===== src/rtl/sst_pkg.sv =====
`default_nettype none

package sst_pkg;

    // Tone buffer geometry and level.
    localparam int FRAMES       = 800;
    localparam int TONE_PERIODS = 22;
    localparam int AMPLITUDE    = 12000;

    // Field widths.
    localparam int IDX_W = 10;
    localparam int MAG_W = 15;
    localparam int OUT_W = 15;
    localparam int VOL_W = 16;
    localparam int CFG_W = 16;

    // Q1.15 volume.
    localparam int FRAC_W     = 15;
    localparam int VOL_UNITY  = 32768;
    localparam int VOL_RESET  = 3277;
    localparam int VPROD_W    = MAG_W + VOL_W;

    // Register indexes of the configuration port.
    typedef logic [1:0] t_cfg_index;
    localparam t_cfg_index CFG_LEFT_VOLUME  = 2'd0;
    localparam t_cfg_index CFG_RIGHT_VOLUME = 2'd1;
    localparam t_cfg_index CFG_MUTED        = 2'd2;

    typedef struct packed {
        logic [VOL_W-1:0] left_vol;
        logic [VOL_W-1:0] right_vol;
        logic             muted;
    } t_cfg;

    typedef struct packed {
        logic             valid;
        logic             neg;
        logic [MAG_W-1:0] mag;
    } t_tone;

    // Subtractive Euclid; both arguments are positive.
    function automatic int gcd(input int a, input int b);
        int x;
        int y;
        x = a;
        y = b;
        while (x != y) begin
            if (x > y) begin
                x = x - y;
            end else begin
                y = y - x;
            end
        end
        return x;
    endfunction

    // Every reachable quarter-wave angle is a multiple of STEP_G frames, so the
    // phase is counted in those steps: QUAD_LEN steps per quarter wave.
    localparam int STEP_G    = gcd(4 * TONE_PERIODS, FRAMES);
    localparam int PHASE_MUL = (4 * TONE_PERIODS) / STEP_G;
    localparam int QUAD_LEN  = FRAMES / STEP_G;
    localparam int PHASE_MOD = 4 * QUAD_LEN;

    localparam int PROD_MAX = PHASE_MUL * ((1 << IDX_W) - 1);
    localparam int PROD_W   = $clog2(PROD_MAX + 1);
    localparam int REM_W    = $clog2(2 * PHASE_MOD);
    localparam int PH_W     = $clog2(PHASE_MOD);
    localparam int M_W      = $clog2(QUAD_LEN + 1);

    // Reduction modulo PHASE_MOD by a reciprocal; the estimate is at most one low.
    localparam int     RECIP_SHIFT = PROD_W + $clog2(PHASE_MOD + 1);
    localparam longint RECIP       = (longint'(1) << RECIP_SHIFT) / PHASE_MOD;
    localparam longint RECIP_K     = longint'(PHASE_MUL) * RECIP;
    localparam int     EST_W       = IDX_W + $clog2(RECIP_K + 1);
    localparam int     QUOT_W      = EST_W - RECIP_SHIFT;

    localparam logic [63:0] HALF_PI_Q62  = 64'h6487ED5110B4611A;
    localparam logic [63:0] HALF_PI_STEP = HALF_PI_Q62 / 64'(FRAMES);
    localparam logic [63:0] HALF_PI_REM  = HALF_PI_Q62 % 64'(FRAMES);

    function automatic logic [63:0] mul_q62(input logic [63:0] a, input logic [63:0] b);
        logic [127:0] p;
        p = {64'd0, a} * {64'd0, b};
        return p[125:62];
    endfunction

    // Quotient by long division; only used while the lookup table is built.
    function automatic logic [63:0] div_u64(input logic [63:0] a, input logic [63:0] d);
        logic [63:0] q;
        logic [64:0] r;
        q = '0;
        r = '0;
        for (int i = 63; i >= 0; i--) begin
            r = {r[63:0], a[i]};
            if (r >= {1'b0, d}) begin
                r    = r - {1'b0, d};
                q[i] = 1'b1;
            end
        end
        return q;
    endfunction

    // Magnitude of the base sample for a quarter-wave angle of m frames.
    function automatic logic [MAG_W-1:0] sine_mag(input int m);
        logic [63:0]  mm;
        logic [63:0]  fr;
        logic [63:0]  x;
        logic [63:0]  x2;
        logic [63:0]  term;
        logic [63:0]  sum;
        logic [63:0]  mag;
        logic [127:0] p;
        logic         done;
        mm   = 64'(m);
        fr   = 64'(FRAMES);
        done = 1'b0;
        if (m == 0) begin
            return '0;
        end
        if (m == FRAMES) begin
            return MAG_W'(AMPLITUDE);
        end
        x    = HALF_PI_STEP * mm + div_u64(HALF_PI_REM * mm, fr);
        x2   = mul_q62(x, x);
        term = x;
        sum  = x;
        for (int k = 1; k < 40; k++) begin
            if (!done) begin
                term = div_u64(mul_q62(term, x2), 64'((2 * k) * (2 * k + 1)));
                if (term == 64'd0) begin
                    done = 1'b1;
                end else if (k % 2 == 1) begin
                    sum = sum - term;
                end else begin
                    sum = sum + term;
                end
            end
        end
        p   = {64'd0, sum} * 128'(AMPLITUDE);
        mag = p[125:62];
        if (mag > 64'(AMPLITUDE)) begin
            mag = 64'(AMPLITUDE);
        end
        return mag[MAG_W-1:0];
    endfunction

    typedef logic [QUAD_LEN:0][MAG_W-1:0] t_mag_rom;

    function automatic t_mag_rom build_rom();
        t_mag_rom rom;
        for (int i = 0; i <= QUAD_LEN; i++) begin
            rom[i] = sine_mag(i * STEP_G);
        end
        return rom;
    endfunction

    localparam t_mag_rom MAG_ROM = build_rom();

endpackage

`default_nettype wire


===== src/rtl/sst_cfg.sv =====
`default_nettype none

module sst_cfg (
    input  wire logic                      i_clk,
    input  wire logic                      i_rst_n,
    input  wire logic                      i_cfg_we,
    input  wire sst_pkg::t_cfg_index       i_cfg_index,
    input  wire logic [sst_pkg::CFG_W-1:0] i_cfg_data,
    output sst_pkg::t_cfg                  o_cfg
);

    logic [sst_pkg::VOL_W-1:0] r_left_vol;
    logic [sst_pkg::VOL_W-1:0] r_right_vol;
    logic                      r_muted;
    logic [sst_pkg::VOL_W-1:0] n_vol;

    // Gains above unity are clamped to unity.
    always_comb begin
        if (i_cfg_data > sst_pkg::CFG_W'(sst_pkg::VOL_UNITY)) begin
            n_vol = sst_pkg::VOL_W'(sst_pkg::VOL_UNITY);
        end else begin
            n_vol = sst_pkg::VOL_W'(i_cfg_data);
        end
    end

    always_ff @(posedge i_clk) begin
        if (!i_rst_n) begin
            r_left_vol  <= sst_pkg::VOL_W'(sst_pkg::VOL_RESET);
            r_right_vol <= sst_pkg::VOL_W'(sst_pkg::VOL_RESET);
            r_muted     <= 1'b0;
        end else if (i_cfg_we) begin
            unique case (i_cfg_index)
                sst_pkg::CFG_LEFT_VOLUME:  r_left_vol  <= n_vol;
                sst_pkg::CFG_RIGHT_VOLUME: r_right_vol <= n_vol;
                sst_pkg::CFG_MUTED:        r_muted     <= i_cfg_data[0];
                default: begin
                end
            endcase
        end
    end

    assign o_cfg.left_vol  = r_left_vol;
    assign o_cfg.right_vol = r_right_vol;
    assign o_cfg.muted     = r_muted;

    a_vol_range: assert property (@(posedge i_clk) disable iff (!i_rst_n)
        (r_left_vol <= sst_pkg::VOL_W'(sst_pkg::VOL_UNITY))
        && (r_right_vol <= sst_pkg::VOL_W'(sst_pkg::VOL_UNITY)))
        else $error("volume register above unity");

endmodule

`default_nettype wire


===== src/rtl/sst_base.sv =====
`default_nettype none

module sst_base (
    input  wire logic                      i_clk,
    input  wire logic                      i_rst_n,
    input  wire logic                      i_valid,
    output logic                           o_ready,
    input  wire logic [sst_pkg::IDX_W-1:0] i_frame_index,
    input  wire logic                      i_next_en,
    output sst_pkg::t_tone                 o_tone
);

    logic                       r_v0;
    logic [sst_pkg::IDX_W-1:0]  r_idx;
    logic                       r_v1;
    logic [sst_pkg::PROD_W-1:0] r_prod;
    logic [sst_pkg::QUOT_W-1:0] r_quot;
    logic                       r_v2;
    logic                       r_neg;
    logic [sst_pkg::MAG_W-1:0]  r_mag;

    logic                       en0;
    logic                       en1;
    logic                       en2;
    logic [sst_pkg::EST_W-1:0]  est;
    logic [sst_pkg::PROD_W-1:0] n_prod;
    logic [sst_pkg::REM_W-1:0]  rem_raw;
    logic [sst_pkg::PH_W-1:0]   phase;
    logic [1:0]                 quad;
    logic [sst_pkg::M_W-1:0]    quad_pos;
    logic [sst_pkg::M_W-1:0]    m_idx;

    // Each stage loads when it is empty or its word moves on.
    assign en2     = !r_v2 || i_next_en;
    assign en1     = !r_v1 || en2;
    assign en0     = !r_v0 || en1;
    assign o_ready = en0;

    // Stage 1: phase product and reciprocal quotient estimate.
    assign n_prod = sst_pkg::PROD_W'(r_idx) * sst_pkg::PROD_W'(sst_pkg::PHASE_MUL);
    assign est    = sst_pkg::EST_W'(r_idx) * sst_pkg::EST_W'(sst_pkg::RECIP_K);

    // Stage 2: exact remainder, quadrant split and quarter-wave lookup.
    always_comb begin
        logic [sst_pkg::PH_W-1:0] base;
        rem_raw = sst_pkg::REM_W'(r_prod
            - sst_pkg::PROD_W'(r_quot) * sst_pkg::PROD_W'(sst_pkg::PHASE_MOD));
        if (rem_raw >= sst_pkg::REM_W'(sst_pkg::PHASE_MOD)) begin
            phase = sst_pkg::PH_W'(rem_raw - sst_pkg::REM_W'(sst_pkg::PHASE_MOD));
        end else begin
            phase = sst_pkg::PH_W'(rem_raw);
        end
        priority if (phase >= sst_pkg::PH_W'(3 * sst_pkg::QUAD_LEN)) begin
            quad = 2'd3;
            base = sst_pkg::PH_W'(3 * sst_pkg::QUAD_LEN);
        end else if (phase >= sst_pkg::PH_W'(2 * sst_pkg::QUAD_LEN)) begin
            quad = 2'd2;
            base = sst_pkg::PH_W'(2 * sst_pkg::QUAD_LEN);
        end else if (phase >= sst_pkg::PH_W'(sst_pkg::QUAD_LEN)) begin
            quad = 2'd1;
            base = sst_pkg::PH_W'(sst_pkg::QUAD_LEN);
        end else begin
            quad = 2'd0;
            base = '0;
        end
        quad_pos = sst_pkg::M_W'(phase - base);
        // Odd quadrants run the quarter wave backward.
        if (quad[0]) begin
            m_idx = sst_pkg::M_W'(sst_pkg::QUAD_LEN) - quad_pos;
        end else begin
            m_idx = quad_pos;
        end
    end

    always_ff @(posedge i_clk) begin
        if (!i_rst_n) begin
            r_v0 <= 1'b0;
            r_v1 <= 1'b0;
            r_v2 <= 1'b0;
        end else begin
            if (en0) begin
                r_v0 <= i_valid;
            end
            if (en1) begin
                r_v1 <= r_v0;
            end
            if (en2) begin
                r_v2 <= r_v1;
            end
        end
    end

    always_ff @(posedge i_clk) begin
        if (en0 && i_valid) begin
            r_idx <= i_frame_index;
        end
        if (en1 && r_v0) begin
            r_prod <= n_prod;
            r_quot <= est[sst_pkg::EST_W-1:sst_pkg::RECIP_SHIFT];
        end
        if (en2 && r_v1) begin
            r_neg <= quad[1];
            r_mag <= sst_pkg::MAG_ROM[m_idx];
        end
    end

    assign o_tone.valid = r_v2;
    assign o_tone.neg   = r_neg;
    assign o_tone.mag   = r_mag;

    a_rem_corrected: assert property (@(posedge i_clk) disable iff (!i_rst_n)
        r_v1 |-> (rem_raw < sst_pkg::REM_W'(2 * sst_pkg::PHASE_MOD)))
        else $error("phase remainder estimate off by more than one");

    a_mag_range: assert property (@(posedge i_clk) disable iff (!i_rst_n)
        r_v2 |-> (r_mag <= sst_pkg::MAG_W'(sst_pkg::AMPLITUDE)))
        else $error("base magnitude above amplitude");

endmodule

`default_nettype wire


===== src/rtl/sst_gain.sv =====
`default_nettype none

module sst_gain (
    input  wire logic                     i_clk,
    input  wire logic                     i_rst_n,
    input  wire sst_pkg::t_tone           i_tone,
    input  wire sst_pkg::t_cfg            i_cfg,
    output logic                          o_load_en,
    output logic                          o_valid,
    input  wire logic                     i_ready,
    output logic signed [sst_pkg::OUT_W-1:0] o_left_pcm,
    output logic signed [sst_pkg::OUT_W-1:0] o_right_pcm
);

    logic                                r_valid;
    logic signed [sst_pkg::OUT_W-1:0]    r_left;
    logic signed [sst_pkg::OUT_W-1:0]    r_right;
    logic        [sst_pkg::VPROD_W-1:0]  left_prod;
    logic        [sst_pkg::VPROD_W-1:0]  right_prod;
    logic        [sst_pkg::OUT_W-1:0]    left_mag;
    logic        [sst_pkg::OUT_W-1:0]    right_mag;
    logic        [sst_pkg::OUT_W-1:0]    n_left;
    logic        [sst_pkg::OUT_W-1:0]    n_right;

    assign o_load_en = !r_valid || i_ready;

    assign left_prod  = sst_pkg::VPROD_W'(i_tone.mag) * sst_pkg::VPROD_W'(i_cfg.left_vol);
    assign right_prod = sst_pkg::VPROD_W'(i_tone.mag) * sst_pkg::VPROD_W'(i_cfg.right_vol);
    assign left_mag   = left_prod[sst_pkg::FRAC_W +: sst_pkg::OUT_W];
    assign right_mag  = right_prod[sst_pkg::FRAC_W +: sst_pkg::OUT_W];

    // Scaling the magnitude before the sign is applied truncates toward zero.
    always_comb begin
        if (i_cfg.muted) begin
            n_left  = '0;
            n_right = '0;
        end else if (i_tone.neg) begin
            n_left  = '0 - left_mag;
            n_right = '0 - right_mag;
        end else begin
            n_left  = left_mag;
            n_right = right_mag;
        end
    end

    always_ff @(posedge i_clk) begin
        if (!i_rst_n) begin
            r_valid <= 1'b0;
        end else if (o_load_en) begin
            r_valid <= i_tone.valid;
        end
    end

    always_ff @(posedge i_clk) begin
        if (o_load_en && i_tone.valid) begin
            r_left  <= signed'(n_left);
            r_right <= signed'(n_right);
        end
    end

    assign o_valid     = r_valid;
    assign o_left_pcm  = r_left;
    assign o_right_pcm = r_right;

    a_mute_zero: assert property (@(posedge i_clk) disable iff (!i_rst_n)
        (o_load_en && i_tone.valid && i_cfg.muted)
        |=> (r_left == '0 && r_right == '0))
        else $error("muted word with nonzero sample");

endmodule

`default_nettype wire


===== src/rtl/stereo_sine_tone_sample_unit.sv =====
// A word accepted on the input reaches o_valid after passing each register below in order.
// One word per cycle is sustained while i_ready is high, through a four-register pipeline
// with no feedback: input, phase product, quarter-wave lookup, volume multiply.
// A stall at the output fills empty pipeline stages before o_ready drops.
// Reset clears all valid flags, sets both volumes to 3277 and clears mute.
`default_nettype none

module stereo_sine_tone_sample_unit (
    input  wire logic                          i_clk,
    input  wire logic                          i_rst_n,
    input  wire logic                          i_valid,
    output logic                               o_ready,
    input  wire logic [sst_pkg::IDX_W-1:0]     i_frame_index,
    output logic                               o_valid,
    input  wire logic                          i_ready,
    output logic signed [sst_pkg::OUT_W-1:0]   o_left_pcm,
    output logic signed [sst_pkg::OUT_W-1:0]   o_right_pcm,
    input  wire logic                          i_cfg_we,
    input  wire sst_pkg::t_cfg_index           i_cfg_index,
    input  wire logic [sst_pkg::CFG_W-1:0]     i_cfg_data
);

    sst_pkg::t_cfg  cfg;
    sst_pkg::t_tone tone;
    logic           load_en;

    sst_cfg u_cfg (
        .i_clk       (i_clk),
        .i_rst_n     (i_rst_n),
        .i_cfg_we    (i_cfg_we),
        .i_cfg_index (i_cfg_index),
        .i_cfg_data  (i_cfg_data),
        .o_cfg       (cfg)
    );

    sst_base u_base (
        .i_clk         (i_clk),
        .i_rst_n       (i_rst_n),
        .i_valid       (i_valid),
        .o_ready       (o_ready),
        .i_frame_index (i_frame_index),
        .i_next_en     (load_en),
        .o_tone        (tone)
    );

    sst_gain u_gain (
        .i_clk       (i_clk),
        .i_rst_n     (i_rst_n),
        .i_tone      (tone),
        .i_cfg       (cfg),
        .o_load_en   (load_en),
        .o_valid     (o_valid),
        .i_ready     (i_ready),
        .o_left_pcm  (o_left_pcm),
        .o_right_pcm (o_right_pcm)
    );

endmodule

`default_nettype wire

===== config.mk =====
export PLATFORM = sky130hd
export DESIGN_NAME = stereo_sine_tone_sample_unit
export DESIGN_NICKNAME = d
export VERILOG_FILES = /design/src/rtl/sst_pkg.sv /design/src/rtl/sst_cfg.sv /design/src/rtl/sst_base.sv /design/src/rtl/sst_gain.sv /design/src/rtl/stereo_sine_tone_sample_unit.sv
export SDC_FILE = /design/constraint.sdc
export NUM_CORES = 1
export LEC_CHECK = 0
export BUFFER_PORTS_ARGS = -buffer_cell sky130_fd_sc_hd__clkbuf_2
export CORE_MARGIN = 8
export CORE_UTILIZATION = 55
export DETAILED_ROUTE_END_ITERATION = 10
export GPL_TIMING_DRIVEN = 0
export PLACE_DENSITY = 0.72
export SLEW_MARGIN = 25
export SYNTH_ARGS = -nofsm -noshare
export SYNTH_HDL_FRONTEND = slang
export SYNTH_SLANG_ARGS = --single-unit

===== constraint.sdc =====
create_clock -name i_clk -period 22.6 [get_ports i_clk]
set_input_delay 2.26 -clock i_clk [delete_from_list [all_inputs] [get_ports i_clk]]
set_output_delay 2.26 -clock i_clk [all_outputs]
set_load 0.05 [all_outputs]

==> flow_metrics.tcl <==
set metrics [dict create \
    path_max_fanout 10 \
    crit_end "u_gain.o_left_pcm[14]$_SDFFCE_PP0P_" \
    worstReg2RegEnd "u_gain.o_left_pcm[14]$_SDFFCE_PP0P_" \
    yosysMostFrequentCell "inv_1" \
    nets 3639 \
    synth_edf_count 70 \
    initialDrtViolationCount 1719 \
    cts_buffers 9 \
    postPlaceCellArea_mm2 0.0263 \
    n_fill_cell 4026 \
    finalClockSkew_ps 20.1 \
    dp_hpwl_um 58500 \
    cts_buffer_depth 2 \
    final_min_period_over_clock_period 0.403 \
    reg2reg_slack_ps 13490 \
    grt_use_total 0.277 \
    dieArea_mm2 0.0529 \
    worst-r2r-cell-count 29 \
    area_delta_synth_final_pct 5.84 \
    max_freq_mhz 110 \
    antenna_found_initial 5 \
    cts_root_buf "clkbuf_16" \
    synth_top_cell_area_share 0.291 \
    grt_pass1_wl_um 116000 \
    drt-pass1-iter-count 7 \
    maxCapViolCount 0 \
    io_buffers 63 \
    post-cts-setup-buffer-count 0 \
    h-tree-depth 3 \
    ys_types 108 \
    seq_area_frac_synth 0.113 \
    finalHoldViolCount 0 \
    grt_max_degree 18 \
    synthTopCellsByArea "fa_1, ha_1, edfxtp_1" \
    cts_resized 0 \
    synth.top_cells.by_count "inv_1, fa_1, ha_1" \
    drive_above_1_share 0.0584 \
    instances_no_fill 3510 \
    start_util 0.557 \
    wl_per_cell_um 20.5 \
    core-area_mm2 0.0453 \
    async_reset_ff_frac 0 \
    drt_wl_total_um 72000 \
    clock-sinks 107 \
    synth_area_mm2 0.0252 \
    synthFlopType "edfxtp_1" \
    regArea_mm2 0.00284 \
    place_congestion 1.00 \
    io_pins 65 \
    ant_nets 0 \
    cp-end-kind "flop" \
    tritoncts "built" \
    clk_latency_ps 390 \
    cp.arrival_ps 9320 \
    slowest_delay_ps 730 \
    ys_warn_count 0 \
    synthesis.nets 3563 \
    slowest_stage "a2111oi_0" \
    critPathRequiredTime_ps 22810 \
    drv_slew 0 \
    finalCriticalPeriod_ps 9110 \
    critical_path_class "flop to flop" \
    cts_hold_buf 0 \
    outcome "completed" \
    startpoint "u_base.r_mag[1]$_DFFE_PP_" \
    die_h_um 230 \
    routed_via_density 5.82 \
    row_count 78 \
    ys_ff_latch 107 \
    startpoint_type "flop" \
    rsz0062_at_grt "no" \
    die_x_um 230 \
    r2r_start "u_base.r_mag[1]$_DFFE_PP_" \
    post-route-util 0.589 \
    multi_input_area_mm2 0.0198 \
    hold_path_class "flop to flop" \
    worst_pin_slew_ps 1030 \
    path_clk_slew_ps 80 \
    synth_area_leader_cell "fa_1" \
    vias 20400 \
    dp_cells 3494 \
    hold-path-cell-count 2 \
    drc 0 \
    grt_pass1_vias 21400 \
    setup_violations 0 \
    syn_inst 2829 \
    overflow 0 \
    setup_tns_ps 0 \
    num_antenna_cells 0 \
    relSlewSlack 0.309 \
    syn_area_per_cell_um2 8.91 \
    fin_area_mm2 0.0267 \
]
-- metrics by stage --
step	setup slack (ps)	hold WS [ps]
after global routing	12950	575
after detailed placement	13670	540
after floorplan	14990	448
after CTS	13620	549
after global placement	13770	516
final	13490	540
-- worst min path at each step --
stage / endpoint / start / slack [ps]
after floorplan: u_gain.o_valid$_SDFFE_PN0P_ / u_base.r_v2$_SDFFE_PN0P_ / 450
after global placement: u_base.r_v1$_SDFFE_PN0P_ / u_base.r_v0$_SDFFE_PN0N_ / 520
after detailed placement: u_cfg.r_right_vol[0]$_SDFFE_PN1P_ / u_cfg.r_right_vol[0]$_SDFFE_PN1P_ / 540
after CTS: u_cfg.r_right_vol[0]$_SDFFE_PN1P_ / u_cfg.r_right_vol[0]$_SDFFE_PN1P_ / 550
after global routing: u_cfg.r_right_vol[0]$_SDFFE_PN1P_ / u_cfg.r_right_vol[0]$_SDFFE_PN1P_ / 570
final: u_cfg.r_right_vol[0]$_SDFFE_PN1P_ / u_cfg.r_right_vol[0]$_SDFFE_PN1P_ / 540
-- per-layer routing --
layer / share of wire / track usage
met2: 0.46 / 0.451
met1: 0.39 / 0.340
met5: 0.00093 / 0
met4: 0.065 / 0.160
met3: 0.085 / 0.0577
-- final cells by class --
| class | instances | share of cell area |
|---|---|---|
| clock buffer | 13 | 0.0114 |
| sequential | 107 | 0.107 |
| timing repair buffer | 65 | 0.0133 |
| clock inverter | 3 | 0.00131 |
| buffer | 142 | 0.0235 |
| inverter | 525 | 0.0739 |
| multi-input combinational | 2055 | 0.742 |
| tap | 600 | 0.0281 |
-- worst max-delay path, delay by kind of cell (launching register included) --
kind / cells / cell delay [ps]
AOI/OAI and AO/OA: 13 / 3930
adders and majority gates: 7 / 3270
buffers and inverters: 8 / 960
DFF: 1 / 500
and+or+nand+nor: 1 / 260
-- placed cells by master (no fill, tap or decap), drive strengths merged, types with 9 or more instances in the layout --
| cell type | synthesis | layout |
|---|---|---|
| o211ai | 34 | 34 |
| xor2 | 27 | 27 |
| o21a | 12 | 12 |
| dfxtp | 37 | 37 |
| nor3 | 28 | 28 |
| clkbuf | 113 | 189 |
| nor3b | 11 | 11 |
| nand3 | 40 | 40 |
| and3 | 14 | 14 |
| a2111oi | 14 | 14 |
| or3 | 11 | 11 |
| edfxtp | 70 | 70 |
| o21ai | 61 | 61 |
| a211oi | 19 | 19 |
| ha | 335 | 335 |
| buf | 29 | 31 |
| or2 | 9 | 9 |
| nand2b | 10 | 10 |
| nand2 | 287 | 287 |
| inv | 524 | 526 |
| nor4 | 13 | 13 |
| nor2b | 27 | 27 |
| nor2 | 115 | 115 |
| a21o | 18 | 18 |
| a221oi | 11 | 11 |
| a31oi | 16 | 16 |
| fa | 366 | 366 |
| o31ai | 21 | 21 |
| a21oi | 83 | 83 |
| xnor2 | 66 | 66 |
| and2 | 271 | 271 |
-- registers in the layout (all words and copies together), names as in the netlist --
register and cells:
u_base.r_idx 10, u_base.r_mag 14, u_base.r_neg 1, u_base.r_prod 10, u_base.r_quot 5, u_base.r_v0 1, u_base.r_v1 1, u_base.r_v2 1
u_cfg.r_left_vol 16, u_cfg.r_muted 1, u_cfg.r_right_vol 16, u_gain.o_left_pcm 15, u_gain.o_right_pcm 15, u_gain.o_valid 1
-- logic make-up after synthesis --
| kind of cell | Yosys count | share of synthesized area |
|---|---|---|
| compound gates | 388 | 0.112 |
| xor+xnor | 94 | 0.0345 |
| fa+ha+maj | 701 | 0.457 |
| buf+inv | 667 | 0.103 |
| flops | 107 | 0.113 |
| mux | 12 | 0.00511 |
| simple gates | 860 | 0.175 |
Power is left out: the tool's default activity adds up to more than one toggle a clock period on the data nets, which glitch-free logic cannot reach.
